## config.mk

```make
export PLATFORM = sky130hd
export DESIGN_NAME = tenf_ctrl
export DESIGN_NICKNAME = d
export VERILOG_FILES = /design/src/hdl/tenf_pkg.sv /design/src/hdl/tenf_ctrl.sv
export SDC_FILE = /design/constraint.sdc
export NUM_CORES = 1
export LEC_CHECK = 0
export ABC_AREA = 0
export BUFFER_PORTS_ARGS = -buffer_cell sky130_fd_sc_hd__buf_2
export CORE_ASPECT_RATIO = 1.1
export CORE_UTILIZATION = 42
export DETAILED_ROUTE_END_ITERATION = 8
export PLACE_DENSITY_LB_ADDON = 0.1
export SLEW_MARGIN = 10
export SYNTH_ARGS = -nofsm -noshare
export SYNTH_HDL_FRONTEND = slang
export SYNTH_SLANG_ARGS = --single-unit
```

## constraint.sdc

```tcl
create_clock -name clk -period 1.7 [get_ports clk]
set_clock_uncertainty 0.15 [all_clocks]
set_input_delay 0.17 -clock clk [delete_from_list [all_inputs] [get_ports clk]]
set_output_delay 0.17 -clock clk [all_outputs]
set_load 0.02 [all_outputs]
```

## src/hdl/tenf_pkg.sv

```systemverilog
package tenf_pkg;

    // Hash constants; the datapath uses only the low bits that address the table.
    localparam logic [63:0] FNV_BASIS = 64'hCBF29CE484222325;
    localparam logic [63:0] FNV_PRIME = 64'h00000100000001B3;

    // Saturation limit of the whole-mesh boundary count.
    localparam logic [11:0] TOTAL_MAX = 12'hFFF;

    // Item codes on the action field.
    localparam logic ACT_LOAD = 1'b0;
    localparam logic ACT_READ = 1'b1;

    // Edge numbers.
    localparam logic [1:0] EDGE_BC = 2'd0;
    localparam logic [1:0] EDGE_CA = 2'd1;
    localparam logic [1:0] EDGE_AB = 2'd2;

    typedef enum logic [4:0] {
        S_CLEAR,
        S_IDLE,
        S_L_STORE,
        S_L_EDGE,
        S_L_HASHB,
        S_L_PROBE,
        S_L_CHECK,
        S_L_NEXT,
        S_B_START,
        S_B_TRD,
        S_B_TCAP,
        S_B_HASHA,
        S_B_HASHB,
        S_B_PROBE,
        S_B_CHECK,
        S_B_EEND,
        S_B_TEND,
        S_R_WAIT,
        S_R_OUT
    } state_t;

    // Commands from the controller to the datapath.
    typedef struct packed {
        logic clr_step;
        logic cap_in;
        logic cap_rd;
        logic store_tri;
        logic set_ovf;
        logic cap_tri;
        logic hash_a;
        logic hash_b;
        logic idx_inc;
        logic insert;
        logic record;
        logic edge_inc;
        logic bc_inc;
        logic b_init;
        logic tri_end;
        logic tri_inc;
        logic set_done;
        logic out_load;
    } ctl_t;

    // Status from the datapath to the controller.
    typedef struct packed {
        logic clr_last;
        logic tab_full;
        logic tab_used;
        logic step_last;
        logic cnt_full;
        logic cnt_zero;
        logic last_flag;
        logic edge_last;
        logic tri_last;
        logic done;
        logic out_free;
    } sts_t;

endpackage

```

## src/hdl/tenf_ctrl.sv

```systemverilog
module tenf_ctrl import tenf_pkg::*; (
    input  logic clk,
    input  logic rst_n,
    input  logic in_valid,
    input  logic action,
    output logic in_stall,
    input  sts_t sts,
    output ctl_t ctl
);

    state_t state_reg;
    state_t state_next;
    logic   accept;

    assign in_stall = (state_reg != S_IDLE);
    assign accept   = in_valid && (state_reg == S_IDLE);

    always_ff @(posedge clk or negedge rst_n)
    begin
        if (!rst_n)
        begin
            state_reg <= S_CLEAR;
        end
        else
        begin
            state_reg <= state_next;
        end
    end

    // Next state.
    always_comb
    begin
        state_next = state_reg;
        case (state_reg)
            S_CLEAR:   if (sts.clr_last) state_next = S_IDLE;
            S_IDLE:
            begin
                if (accept)
                begin
                    if (action == ACT_READ)
                    begin
                        state_next = S_R_WAIT;
                    end
                    else if (!sts.done)
                    begin
                        state_next = S_L_STORE;
                    end
                end
            end
            S_L_STORE:
            begin
                if (sts.cnt_full)
                begin
                    state_next = sts.last_flag ? S_B_START : S_IDLE;
                end
                else
                begin
                    state_next = S_L_EDGE;
                end
            end
            S_L_EDGE:  state_next = sts.tab_full ? S_L_NEXT : S_L_HASHB;
            S_L_HASHB: state_next = S_L_PROBE;
            S_L_PROBE: state_next = S_L_CHECK;
            S_L_CHECK: state_next = sts.tab_used ? S_L_PROBE : S_L_NEXT;
            S_L_NEXT:
            begin
                if (!sts.edge_last)
                begin
                    state_next = S_L_EDGE;
                end
                else
                begin
                    state_next = sts.last_flag ? S_B_START : S_IDLE;
                end
            end
            S_B_START: state_next = sts.cnt_zero ? S_IDLE : S_B_TRD;
            S_B_TRD:   state_next = S_B_TCAP;
            S_B_TCAP:  state_next = S_B_HASHA;
            S_B_HASHA: state_next = S_B_HASHB;
            S_B_HASHB: state_next = S_B_PROBE;
            S_B_PROBE: state_next = S_B_CHECK;
            S_B_CHECK:
            begin
                if (sts.tab_used && !sts.step_last)
                begin
                    state_next = S_B_PROBE;
                end
                else
                begin
                    state_next = S_B_EEND;
                end
            end
            S_B_EEND:  state_next = sts.edge_last ? S_B_TEND : S_B_HASHA;
            S_B_TEND:  state_next = sts.tri_last ? S_IDLE : S_B_TRD;
            S_R_WAIT:  state_next = S_R_OUT;
            S_R_OUT:   if (sts.out_free) state_next = S_IDLE;
            default:   state_next = S_CLEAR;
        endcase
    end

    // Commands.
    always_comb
    begin
        ctl = '0;
        case (state_reg)
            S_CLEAR:   ctl.clr_step = 1'b1;
            S_IDLE:
            begin
                ctl.cap_in = accept && (action == ACT_LOAD);
                ctl.cap_rd = accept && (action == ACT_READ);
            end
            S_L_STORE:
            begin
                ctl.set_ovf   = sts.cnt_full;
                ctl.store_tri = !sts.cnt_full;
            end
            S_L_EDGE:  ctl.hash_a = 1'b1;
            S_L_HASHB: ctl.hash_b = 1'b1;
            S_L_PROBE: ctl      = '0;
            S_L_CHECK:
            begin
                ctl.idx_inc = sts.tab_used;
                ctl.insert  = !sts.tab_used;
            end
            S_L_NEXT:  ctl.edge_inc = !sts.edge_last;
            S_B_START:
            begin
                ctl.b_init   = 1'b1;
                ctl.set_done = sts.cnt_zero;
            end
            S_B_TRD:   ctl      = '0;
            S_B_TCAP:  ctl.cap_tri = 1'b1;
            S_B_HASHA: ctl.hash_a = 1'b1;
            S_B_HASHB: ctl.hash_b = 1'b1;
            S_B_PROBE: ctl      = '0;
            S_B_CHECK:
            begin
                ctl.record  = 1'b1;
                ctl.idx_inc = sts.tab_used && !sts.step_last;
            end
            S_B_EEND:
            begin
                ctl.bc_inc   = 1'b1;
                ctl.edge_inc = !sts.edge_last;
            end
            S_B_TEND:
            begin
                ctl.tri_end  = 1'b1;
                ctl.tri_inc  = !sts.tri_last;
                ctl.set_done = sts.tri_last;
            end
            S_R_WAIT:  ctl      = '0;
            S_R_OUT:   ctl.out_load = sts.out_free;
            default:   ctl      = '0;
        endcase
    end

endmodule

```

==> metrics.txt, run 1 <==
# TYPE chip_impl_metric gauge
chip_impl_info{name="outcome",value="aborted with a tool error"} 1
chip_impl_info{name="stop_stage",value="global routing (5_1_grt)"} 1
chip_impl_info{name="first-error",value="[ERROR GRT-0232] Routing congestion too high. Check the congestion heatmap in the GUI."} 1
chip_impl_info{name="synth.most_common_cell",value="sky130_fd_sc_hd__nor2_1"} 1
chip_impl_metric{name="post-synth-top-area-fraction",unit=""} 0.165
chip_impl_metric{name="start_util",unit=""} 0.465
chip_impl_metric{name="grt_usage",unit=""} 0.656
chip_impl_info{name="worst_path_end_type",value="primary output"} 1
chip_impl_info{name="dominantRegCellSynth",value="sky130_fd_sc_hd__dfrtp_1"} 1
chip_impl_info{name="cts-root-buf",value="sky130_fd_sc_hd__clkbuf_4"} 1
chip_impl_info{name="synthDominantAreaCellType",value="sky130_fd_sc_hd__dfrtp_1"} 1
chip_impl_metric{name="placement.io_buffers",unit=""} 33
chip_impl_metric{name="synth_enable_flop_cells",unit=""} 0
chip_impl_metric{name="worst_slack_at_placement",unit="ns"} -0.0986
chip_impl_metric{name="synth.yosys.seq_area_share",unit=""} 0.165
chip_impl_metric{name="post_detailed_placement_half_perimeter_wirelength",unit="mm"} 1.91
chip_impl_metric{name="cts_sinks",unit=""} 5
chip_impl_metric{name="floorplan.rows",unit=""} 15
chip_impl_metric{name="post_synth_num_cell_types",unit=""} 47
chip_impl_metric{name="synthesis.area_per_instance",unit="um^2"} 7.75
chip_impl_metric{name="detailed_place.area",unit="um^2"} 1120
chip_impl_metric{name="grt_start_max_net_pins",unit=""} 11
chip_impl_metric{name="cts-root-to-sink-buffers",unit=""} 2
chip_impl_metric{name="cells_after_synth",unit=""} 98
chip_impl_metric{name="floorplan.io_pins",unit=""} 34
chip_impl_metric{name="die_w",unit="um"} 42.5
chip_impl_metric{name="synth.cell_area",unit="um^2"} 759
chip_impl_info{name="most_frequent_cells_after_synthesis",value="8 x sky130_fd_sc_hd__nor2_1, 7 x sky130_fd_sc_hd__nand2_1, 5 x sky130_fd_sc_hd__dfrtp_1, 5 x sky130_fd_sc_hd__nor3_1"} 1
chip_impl_metric{name="cts-buffers-inserted",unit=""} 3
chip_impl_metric{name="die_extent_in_y",unit="um"} 46.6
chip_impl_metric{name="gr-total-overflow",unit=""} 33
chip_impl_info{name="synth_area_leaders",value="sky130_fd_sc_hd__dfrtp_1 16%, sky130_fd_sc_hd__buf_6 4.4%, sky130_fd_sc_hd__nor3_2 4.0%"} 1
chip_impl_metric{name="synth.net_count",unit=""} 113
chip_impl_info{name="globalroute.repair_timing.worst_endpoint",value="ctl[1]"} 1
chip_impl_metric{name="synth-seq-cells",unit=""} 5
chip_impl_metric{name="cts_htree_levels",unit=""} 1
chip_impl_metric{name="yosysWarnings",unit=""} 0
chip_impl_metric{name="gpl.final_weighted_congestion",unit=""} 0.851
chip_impl_metric{name="async_reset_ff_frac",unit=""} 1.00
==> metrics by stage <==
stage	hold slack, ns	cells	utilization
2_1_floorplan	-0.276	98	-
3_3_place_gp	-0.166	166	0.684
3_5_place_dp	-0.167	166	0.684
4_1_cts	0.0315	182	0.890
==> routing by layer <==
layer / track usage / overflow
met1: 0.627 / 1
met2: 0.945 / 16
met3: 0.322 / 0
met4: 0.825 / 16
met5: 0 / 0
==> kinds of logic after synthesis <==
kind of cell           synth area share
and+or+nand+nor                   0.428
DFF                               0.165
AOI/OAI and AO/OA                 0.274
muxes                            0.0148
buffers and inverters             0.119
==> timing repair <==
action,CTS
pin swaps,19
resized for setup,57
hold endpoints to repair,5
hold buffers,1
endpoints found under the setup margin,23
setup buffers,12
==> run 2: changes to the inputs <==
CORE_AREA = 2 2 63 65   (was default)
CORE_ASPECT_RATIO = default   (was 1.1)
CORE_UTILIZATION = default   (was 42)
DIE_AREA = 0 0 65 67   (was default)
PLACE_DENSITY_LB_ADDON = 0.15   (was 0.1)
clock period = 2.21 ns   (was 1.7 ns; I/O delays follow)
==> run 2 against run 1 <==
Effect of this change: the run now ends clean; synthesized cell count unchanged; area after synthesis unchanged.
==> metrics.txt, run 2 <==
# TYPE chip_impl_metric gauge
chip_impl_info{name="outcome",value="finished, final reports clean"} 1
chip_impl_metric{name="cts_resized",unit=""} 0
chip_impl_metric{name="synthesis.area_per_instance",unit="um^2"} 7.75
chip_impl_metric{name="post_detailed_placement_half_perimeter_wirelength",unit="mm"} 1.86
chip_impl_metric{name="clk_latency",unit="ns"} 0.22
chip_impl_metric{name="path_clk_slew",unit="ns"} 0.04
chip_impl_metric{name="fin_setup_tns",unit="ns"} 0
chip_impl_metric{name="floorplan.rows",unit=""} 22
chip_impl_metric{name="yosys.area_share.adder",unit=""} 0
chip_impl_metric{name="detail_route.vias_per_cell",unit=""} 4.76
chip_impl_metric{name="grt_antenna_before_repair",unit=""} 0
chip_impl_metric{name="gpl.final_weighted_congestion",unit=""} 0.758
chip_impl_info{name="rsz_0062_raised_after_global_routing",value="false"} 1
chip_impl_metric{name="finish.net_count",unit=""} 149
chip_impl_metric{name="fin_cells",unit=""} 181
chip_impl_metric{name="number_of_global_route_vias_before_repair",unit=""} 759
chip_impl_metric{name="r2r_slack",unit="ns"} 0.38
chip_impl_metric{name="num_antenna_cells",unit=""} 0
chip_impl_info{name="synth.most_common_cell",value="sky130_fd_sc_hd__nor2_1"} 1
chip_impl_metric{name="dieArea",unit="um^2"} 4360
chip_impl_metric{name="cts_htree_levels",unit=""} 1
chip_impl_metric{name="synth_enable_flop_cells",unit=""} 0
chip_impl_metric{name="ir_drop",unit="mV"} 0.712
chip_impl_metric{name="wire_per_inst",unit="um"} 13.1
chip_impl_metric{name="synth.mux.area_fraction",unit=""} 0.0148
chip_impl_info{name="worst_setup_path_type",value="flip-flop to output port"} 1
chip_impl_metric{name="wl",unit="mm"} 2.37
chip_impl_metric{name="cts_sinks",unit=""} 5
chip_impl_metric{name="synth-seq-cells",unit=""} 5
chip_impl_metric{name="drtPass1Iterations",unit=""} 4
chip_impl_metric{name="number_of_flip_flops_in_the_largest_register",unit=""} 5
chip_impl_metric{name="route.vias.total",unit=""} 862
chip_impl_metric{name="timing.final.crit_share",unit=""} 0.931
chip_impl_metric{name="synth.yosys.seq_area_share",unit=""} 0.165
chip_impl_metric{name="total_power_per_unit_cell_area",unit="nW/um^2"} 1250
chip_impl_metric{name="period_minus_slack",unit="ns"} 2.06
chip_impl_metric{name="critical_path_peak_fanout",unit=""} 6
chip_impl_metric{name="detailedRoute.firstIterationViolations",unit=""} 42
chip_impl_metric{name="post_synth_num_cell_types",unit=""} 47
chip_impl_info{name="synthDominantAreaCellType",value="sky130_fd_sc_hd__dfrtp_1"} 1
chip_impl_info{name="synth_top_family_by_area",value="simple AND/OR/NAND/NOR gates"} 1
chip_impl_metric{name="async_reset_ff_frac",unit=""} 1.00
chip_impl_metric{name="grt_start_max_net_pins",unit=""} 19
chip_impl_metric{name="drive_above_1_share",unit=""} 0.421
chip_impl_metric{name="worst-endpoint-arrival",unit="ns"} 1.69
chip_impl_info{name="mostFrequentLayoutCells",value="33 x sky130_fd_sc_hd__buf_2, 8 x sky130_fd_sc_hd__nor2_1, 7 x sky130_fd_sc_hd__nand2_1"} 1
chip_impl_metric{name="dpl.cell_count",unit=""} 176
chip_impl_metric{name="p_leak",unit="nW"} 0.465
chip_impl_metric{name="design_area",unit="um^2"} 1030
chip_impl_metric{name="finalHoldViolCount",unit=""} 0
chip_impl_metric{name="setup-violations-final",unit=""} 0
chip_impl_info{name="layout_commonest_cell",value="sky130_fd_sc_hd__buf_2"} 1
chip_impl_metric{name="remaining_drc_errors",unit=""} 0
chip_impl_metric{name="cells_after_synth",unit=""} 98
chip_impl_metric{name="cts-buffers-inserted",unit=""} 3
chip_impl_info{name="tritoncts",value="yes"} 1
chip_impl_metric{name="yosysWarnings",unit=""} 0
chip_impl_metric{name="slew_viol_final",unit=""} 0
chip_impl_metric{name="slew_at_the_pin_with_the_worst_max_slew_slack",unit="ns"} 0.420
chip_impl_metric{name="gr-total-overflow",unit=""} 0
chip_impl_metric{name="start_util",unit=""} 0.211
chip_impl_info{name="timing.critical_path.to_type",value="output port"} 1
chip_impl_metric{name="worst_slew_margin_rel",unit=""} 0.719
chip_impl_metric{name="postCtsSetupBuffers",unit=""} 0
chip_impl_info{name="dominantRegCellSynth",value="sky130_fd_sc_hd__dfrtp_1"} 1
chip_impl_metric{name="post-synth-top-area-fraction",unit=""} 0.165
chip_impl_info{name="cts-root-buf",value="sky130_fd_sc_hd__clkbuf_8"} 1
chip_impl_metric{name="placement.io_buffers",unit=""} 33
chip_impl_metric{name="grt_pass1_wl",unit="mm"} 3.82
chip_impl_info{name="most_frequent_cells_after_synthesis",value="8 x sky130_fd_sc_hd__nor2_1, 7 x sky130_fd_sc_hd__nand2_1, 5 x sky130_fd_sc_hd__dfrtp_1, 5 x sky130_fd_sc_hd__nor3_1"} 1
chip_impl_metric{name="core_area",unit="um^2"} 3610
chip_impl_metric{name="post_cts_hold_buffer_count",unit=""} 1
chip_impl_metric{name="synth.cell_area",unit="um^2"} 759
chip_impl_info{name="min-delay-path-class",value="input pin to flip-flop"} 1
chip_impl_metric{name="synth_compound_area_frac",unit=""} 0.273
chip_impl_metric{name="floorplan.io_pins",unit=""} 34
chip_impl_metric{name="antenna_violating_nets_post_route",unit=""} 0
chip_impl_metric{name="timing.fmax",unit="MHz"} 486
chip_impl_metric{name="max_capacitance_violation_count",unit=""} 0
chip_impl_metric{name="die_extent_in_y",unit="um"} 67
chip_impl_metric{name="synth_simple_gate_area_share",unit=""} 0.428
chip_impl_metric{name="critPathRequiredTime",unit="ns"} 1.84
chip_impl_info{name="worstSetupStartpointType",value="flip-flop"} 1
chip_impl_metric{name="synth.net_count",unit=""} 113
chip_impl_metric{name="die_w",unit="um"} 65
chip_impl_metric{name="synth_xor_xnor_area_share",unit=""} 0
chip_impl_metric{name="area_growth",unit="%"} 35.6
chip_impl_metric{name="grt_usage",unit=""} 0.112
chip_impl_metric{name="cts-root-to-sink-buffers",unit=""} 2
chip_impl_metric{name="detailed_place.area",unit="um^2"} 975
chip_impl_info{name="synth_area_leaders",value="sky130_fd_sc_hd__dfrtp_1 16%, sky130_fd_sc_hd__buf_6 4.4%, sky130_fd_sc_hd__nor3_2 4.0%"} 1
run 2: cell counts after synthesis:
Identical to the previous run, type by type.
run 2: final cells by class:
type	instances	area (um^2)
fillers	409	2580
multi-input cells	78	544
repair buffers	40	233
flip-flops and latches	5	125
well taps	48	60.1
clock buffers	4	45.0
inverters	6	22.5
run 2: power by group:
part	total (mW)	internal (mW)	switching, mW
Sequential	0.192	0.133	0.0593
Combinational	0.931	0.380	0.551
Clock	0.168	0.124	0.0444
run 2: final timing paths:
kind	cells past startpoint	startpoint	to
setup / recovery	4	state_reg[2]	ctl[15]
hold / removal	3	sts[1]	state_reg[0]
setup reg to reg	5	state_reg[1]	state_reg[3]
hold reg to reg	2	state_reg[4]	state_reg[2]
max in group asynchronous	2	rst_n	state_reg[0]
min in group asynchronous	2	rst_n	state_reg[1]
run 2: per-layer routing:
metal | up-vias | wire [um] | track usage
met5 | - | 0 | 0
met4 | 0 | 0 | 0.0186
met3 | 0 | 170 | 0.0321
met2 | 30 | 1070 | 0.168
met1 | 397 | 1130 | 0.160
li1 | 435 | - | -
run 2: worst max-delay path, cell delays in order, from the launching register on:
cell and delay [ns]:
sky130_fd_sc_hd__dfrtp_1 0.36, sky130_fd_sc_hd__or3_1 0.55, sky130_fd_sc_hd__nor2_4 0.23, sky130_fd_sc_hd__and3_1 0.17
sky130_fd_sc_hd__buf_2 0.15
run 2: through the flow:
| step | power (mW) | util | hold WS, ns | worst slack (ns) |
|---|---|---|---|---|
| final | 1.29 | 0.286 | 0.114 | 0.153 |
| after global routing | 1.41 | 0.286 | 0.125 | 0.0701 |
| after floorplan | 0.908 | - | -0.225 | 0.268 |
| after detailed placement | 1.14 | 0.270 | -0.110 | 0.337 |
| after CTS | 1.31 | 0.286 | 0.121 | 0.137 |
| after global placement | 1.14 | 0.270 | -0.111 | 0.338 |
run 2: logic make-up after synthesis:
| kind of cell | count (synthesis) |
|---|---|
| compound gates | 26 |
| buf+inv | 15 |
| flops | 5 |
| mux | 1 |
| simple gates | 51 |
Power figures use the tool's default switching activity.
==> run 3: changes to the inputs <==
CORE_AREA = 3 3 64 66   (was 2 2 63 65)
DIE_AREA = 0 0 67 69   (was 0 0 65 67)
==> run 3 against run 2 <==
Effect of this change: sequential cell count unchanged; sequential power increased by 9%; critical path depth unchanged; core utilization shrank 0.35 points; global-route usage decreased by 0.16 points; first-iteration DRC count rose by 26%; clock power barely moved; critical path type unchanged; largest power group unchanged.
==> metrics.txt, run 3 (synthesis gave the netlist of run 2 again) <==
# TYPE chip_impl_metric gauge
chip_impl_metric{name="drtPass1Iterations",unit=""} 4
chip_impl_metric{name="number_of_global_route_vias_before_repair",unit=""} 836
chip_impl_metric{name="critPathRequiredTime",unit="ns"} 1.84
chip_impl_metric{name="ir_drop",unit="mV"} 0.537
chip_impl_metric{name="gpl.final_weighted_congestion",unit=""} 0.736
chip_impl_metric{name="wire_per_inst",unit="um"} 13.5
chip_impl_metric{name="postCtsSetupBuffers",unit=""} 0
chip_impl_info{name="critical-path-slowest-cell",value="sky130_fd_sc_hd__or3_1"} 1
chip_impl_metric{name="fin_cells",unit=""} 182
chip_impl_info{name="layout_commonest_cell",value="sky130_fd_sc_hd__buf_2"} 1
chip_impl_metric{name="hold_slack",unit="ns"} 0.0955
chip_impl_info{name="worstSetupStartpointType",value="flip-flop"} 1
chip_impl_metric{name="route.vias.total",unit=""} 873
chip_impl_metric{name="crit_path_max_incr_delay",unit="ns"} 0.57
chip_impl_metric{name="slew_at_the_pin_with_the_worst_max_slew_slack",unit="ns"} 0.535
chip_impl_metric{name="grt_usage",unit=""} 0.111
chip_impl_info{name="tritoncts",value="yes"} 1
chip_impl_metric{name="cts_htree_levels",unit=""} 1
chip_impl_metric{name="timing.final.crit_share",unit=""} 0.948
chip_impl_metric{name="setup-violations-final",unit=""} 0
chip_impl_metric{name="max_capacitance_violation_count",unit=""} 0
chip_impl_info{name="min-delay-path-class",value="input pin to flip-flop"} 1
chip_impl_metric{name="n_fill_cell",unit=""} 421
chip_impl_metric{name="drive_above_1_share",unit=""} 0.425
chip_impl_metric{name="grt_pass1_wl",unit="mm"} 4.11
chip_impl_metric{name="post_detailed_placement_half_perimeter_wirelength",unit="mm"} 1.90
chip_impl_metric{name="grt_antenna_before_repair",unit=""} 0
chip_impl_metric{name="finalHoldViolCount",unit=""} 0
chip_impl_info{name="timing.critical_path.to_type",value="output port"} 1
chip_impl_metric{name="timing.fmax",unit="MHz"} 477
chip_impl_info{name="reg2reg_from",value="state_reg[1]"} 1
chip_impl_metric{name="dpl.cell_count",unit=""} 177
chip_impl_metric{name="cts_resized",unit=""} 0
chip_impl_metric{name="area_growth",unit="%"} 34.9
chip_impl_metric{name="total_power_per_unit_cell_area",unit="nW/um^2"} 1250
chip_impl_info{name="worst_hold_startpoint",value="sts[1]"} 1
chip_impl_metric{name="floorplan.rows",unit=""} 22
chip_impl_metric{name="number_of_flip_flops_in_the_largest_register",unit=""} 5
chip_impl_metric{name="worst-endpoint-arrival",unit="ns"} 1.72
chip_impl_info{name="crit_chain",value="or3_1 > nor2_4 > and3_1 > buf_2"} 1
chip_impl_info{name="worst_path_dominant_cell_family",value="simple AND/OR/NAND/NOR gates"} 1
chip_impl_metric{name="detail_route.vias_per_cell",unit=""} 4.80
chip_impl_metric{name="cts-root-to-sink-buffers",unit=""} 2
chip_impl_metric{name="placement.io_buffers",unit=""} 33
chip_impl_metric{name="r2r_worst_path_depth",unit=""} 5
chip_impl_metric{name="start_util",unit=""} 0.209
chip_impl_metric{name="num_antenna_cells",unit=""} 0
chip_impl_info{name="critical_path.reg2reg.endpoint",value="state_reg[3]"} 1
chip_impl_metric{name="grt_start_max_net_pins",unit=""} 19
chip_impl_metric{name="slew_viol_final",unit=""} 0
chip_impl_metric{name="remaining_drc_errors",unit=""} 0
chip_impl_metric{name="p_leak",unit="nW"} 0.467
chip_impl_metric{name="finish.utilization",unit=""} 0.282
chip_impl_info{name="mostFrequentLayoutCells",value="33 x sky130_fd_sc_hd__buf_2, 8 x sky130_fd_sc_hd__nor2_1, 7 x sky130_fd_sc_hd__nand2_1, 7 x sky130_fd_sc_hd__buf_4"} 1
chip_impl_metric{name="floorplan.io_pins",unit=""} 34
chip_impl_metric{name="path_clk_slew",unit="ns"} 0.04
chip_impl_info{name="cts-root-buf",value="sky130_fd_sc_hd__clkbuf_8"} 1
chip_impl_metric{name="die_extent_in_y",unit="um"} 69
chip_impl_metric{name="finish.net_count",unit=""} 150
chip_impl_info{name="min_to",value="state_reg[0]"} 1
chip_impl_metric{name="worst-path-buf-inv",unit=""} 1
chip_impl_metric{name="fin_setup_tns",unit="ns"} 0
chip_impl_metric{name="cts-buffers-inserted",unit=""} 3
chip_impl_metric{name="detailedRoute.firstIterationViolations",unit=""} 53
chip_impl_info{name="worst_setup_path_type",value="flip-flop to output port"} 1
chip_impl_info{name="rsz_0062_raised_after_global_routing",value="false"} 1
chip_impl_metric{name="worst_slew_margin_rel",unit=""} 0.644
chip_impl_metric{name="gr-total-overflow",unit=""} 0
chip_impl_metric{name="critical_path_peak_fanout",unit=""} 6
chip_impl_metric{name="min_path_cells",unit=""} 3
chip_impl_metric{name="core_area",unit="um^2"} 3630
chip_impl_metric{name="wl",unit="mm"} 2.45
chip_impl_metric{name="r2r_slack",unit="ns"} 0.28
chip_impl_metric{name="cts_sinks",unit=""} 5
chip_impl_metric{name="clk_latency",unit="ns"} 0.22
chip_impl_metric{name="period_minus_slack",unit="ns"} 2.10
chip_impl_info{name="outcome",value="finished, final reports clean"} 1
chip_impl_metric{name="dieArea",unit="um^2"} 4620
chip_impl_metric{name="die_w",unit="um"} 67
chip_impl_metric{name="post_cts_hold_buffer_count",unit=""} 1
chip_impl_metric{name="antenna_violating_nets_post_route",unit=""} 0
==> run 3: layout make-up <==
class | instances | area, um^2 | area share
well taps | 48 | 60.1 | 0.0586
repair buffers | 41 | 228 | 0.222
inverters | 6 | 22.5 | 0.0220
clock buffers | 4 | 45.0 | 0.0440
flip-flops and latches | 5 | 125 | 0.122
multi-input cells | 78 | 544 | 0.531
==> run 3: stage by stage <==
stage               worst slack [ns]  instance area (um^2)  total power, mW
floorplan                      0.268                   759            0.908
global placement               0.324                   970             1.12
detailed placement             0.308                   970             1.11
CTS                           0.0811                  1020             1.29
global route                  0.0196                  1020             1.39
finish                         0.114                  1020             1.28
==> run 3: worst reg2reg max path: cells and delay by family (launching register included) <==
kind	cells	cell delay, ns
compound gates	3	0.37
flops	1	0.56
buf+inv	1	0.25
simple gates	1	0.51
==> run 3: power breakdown <==
part           internal (mW)  switching [mW]
Sequential             0.132          0.0776
Combinational          0.371           0.525
Clock                  0.124          0.0472
Total                  0.627           0.650
==> run 3: how the worst max path moves through the flow <==
| stage | from | to | slack [ns] | cells after the start |
|---|---|---|---|---|
| floorplan | state_reg[4] | ctl[1] | 0.27 | 4 |
| global placement | state_reg[1] | state_reg[3] | 0.32 | 5 |
| detailed placement | state_reg[1] | state_reg[3] | 0.31 | 5 |
| CTS | state_reg[2] | ctl[16] | 0.08 | 5 |
| global route | state_reg[2] | ctl[16] | 0.02 | 5 |
| finish | state_reg[2] | ctl[15] | 0.11 | 4 |
==> run 3: layer usage <==
metal | vias up | global-route usage | wire length, um
li1 | 439 | - | -
met1 | 398 | 0.152 | 1170
met2 | 32 | 0.176 | 1080
met3 | 4 | 0.0147 | 175
met4 | 0 | 0.0338 | 31
met5 | - | 0 | 0
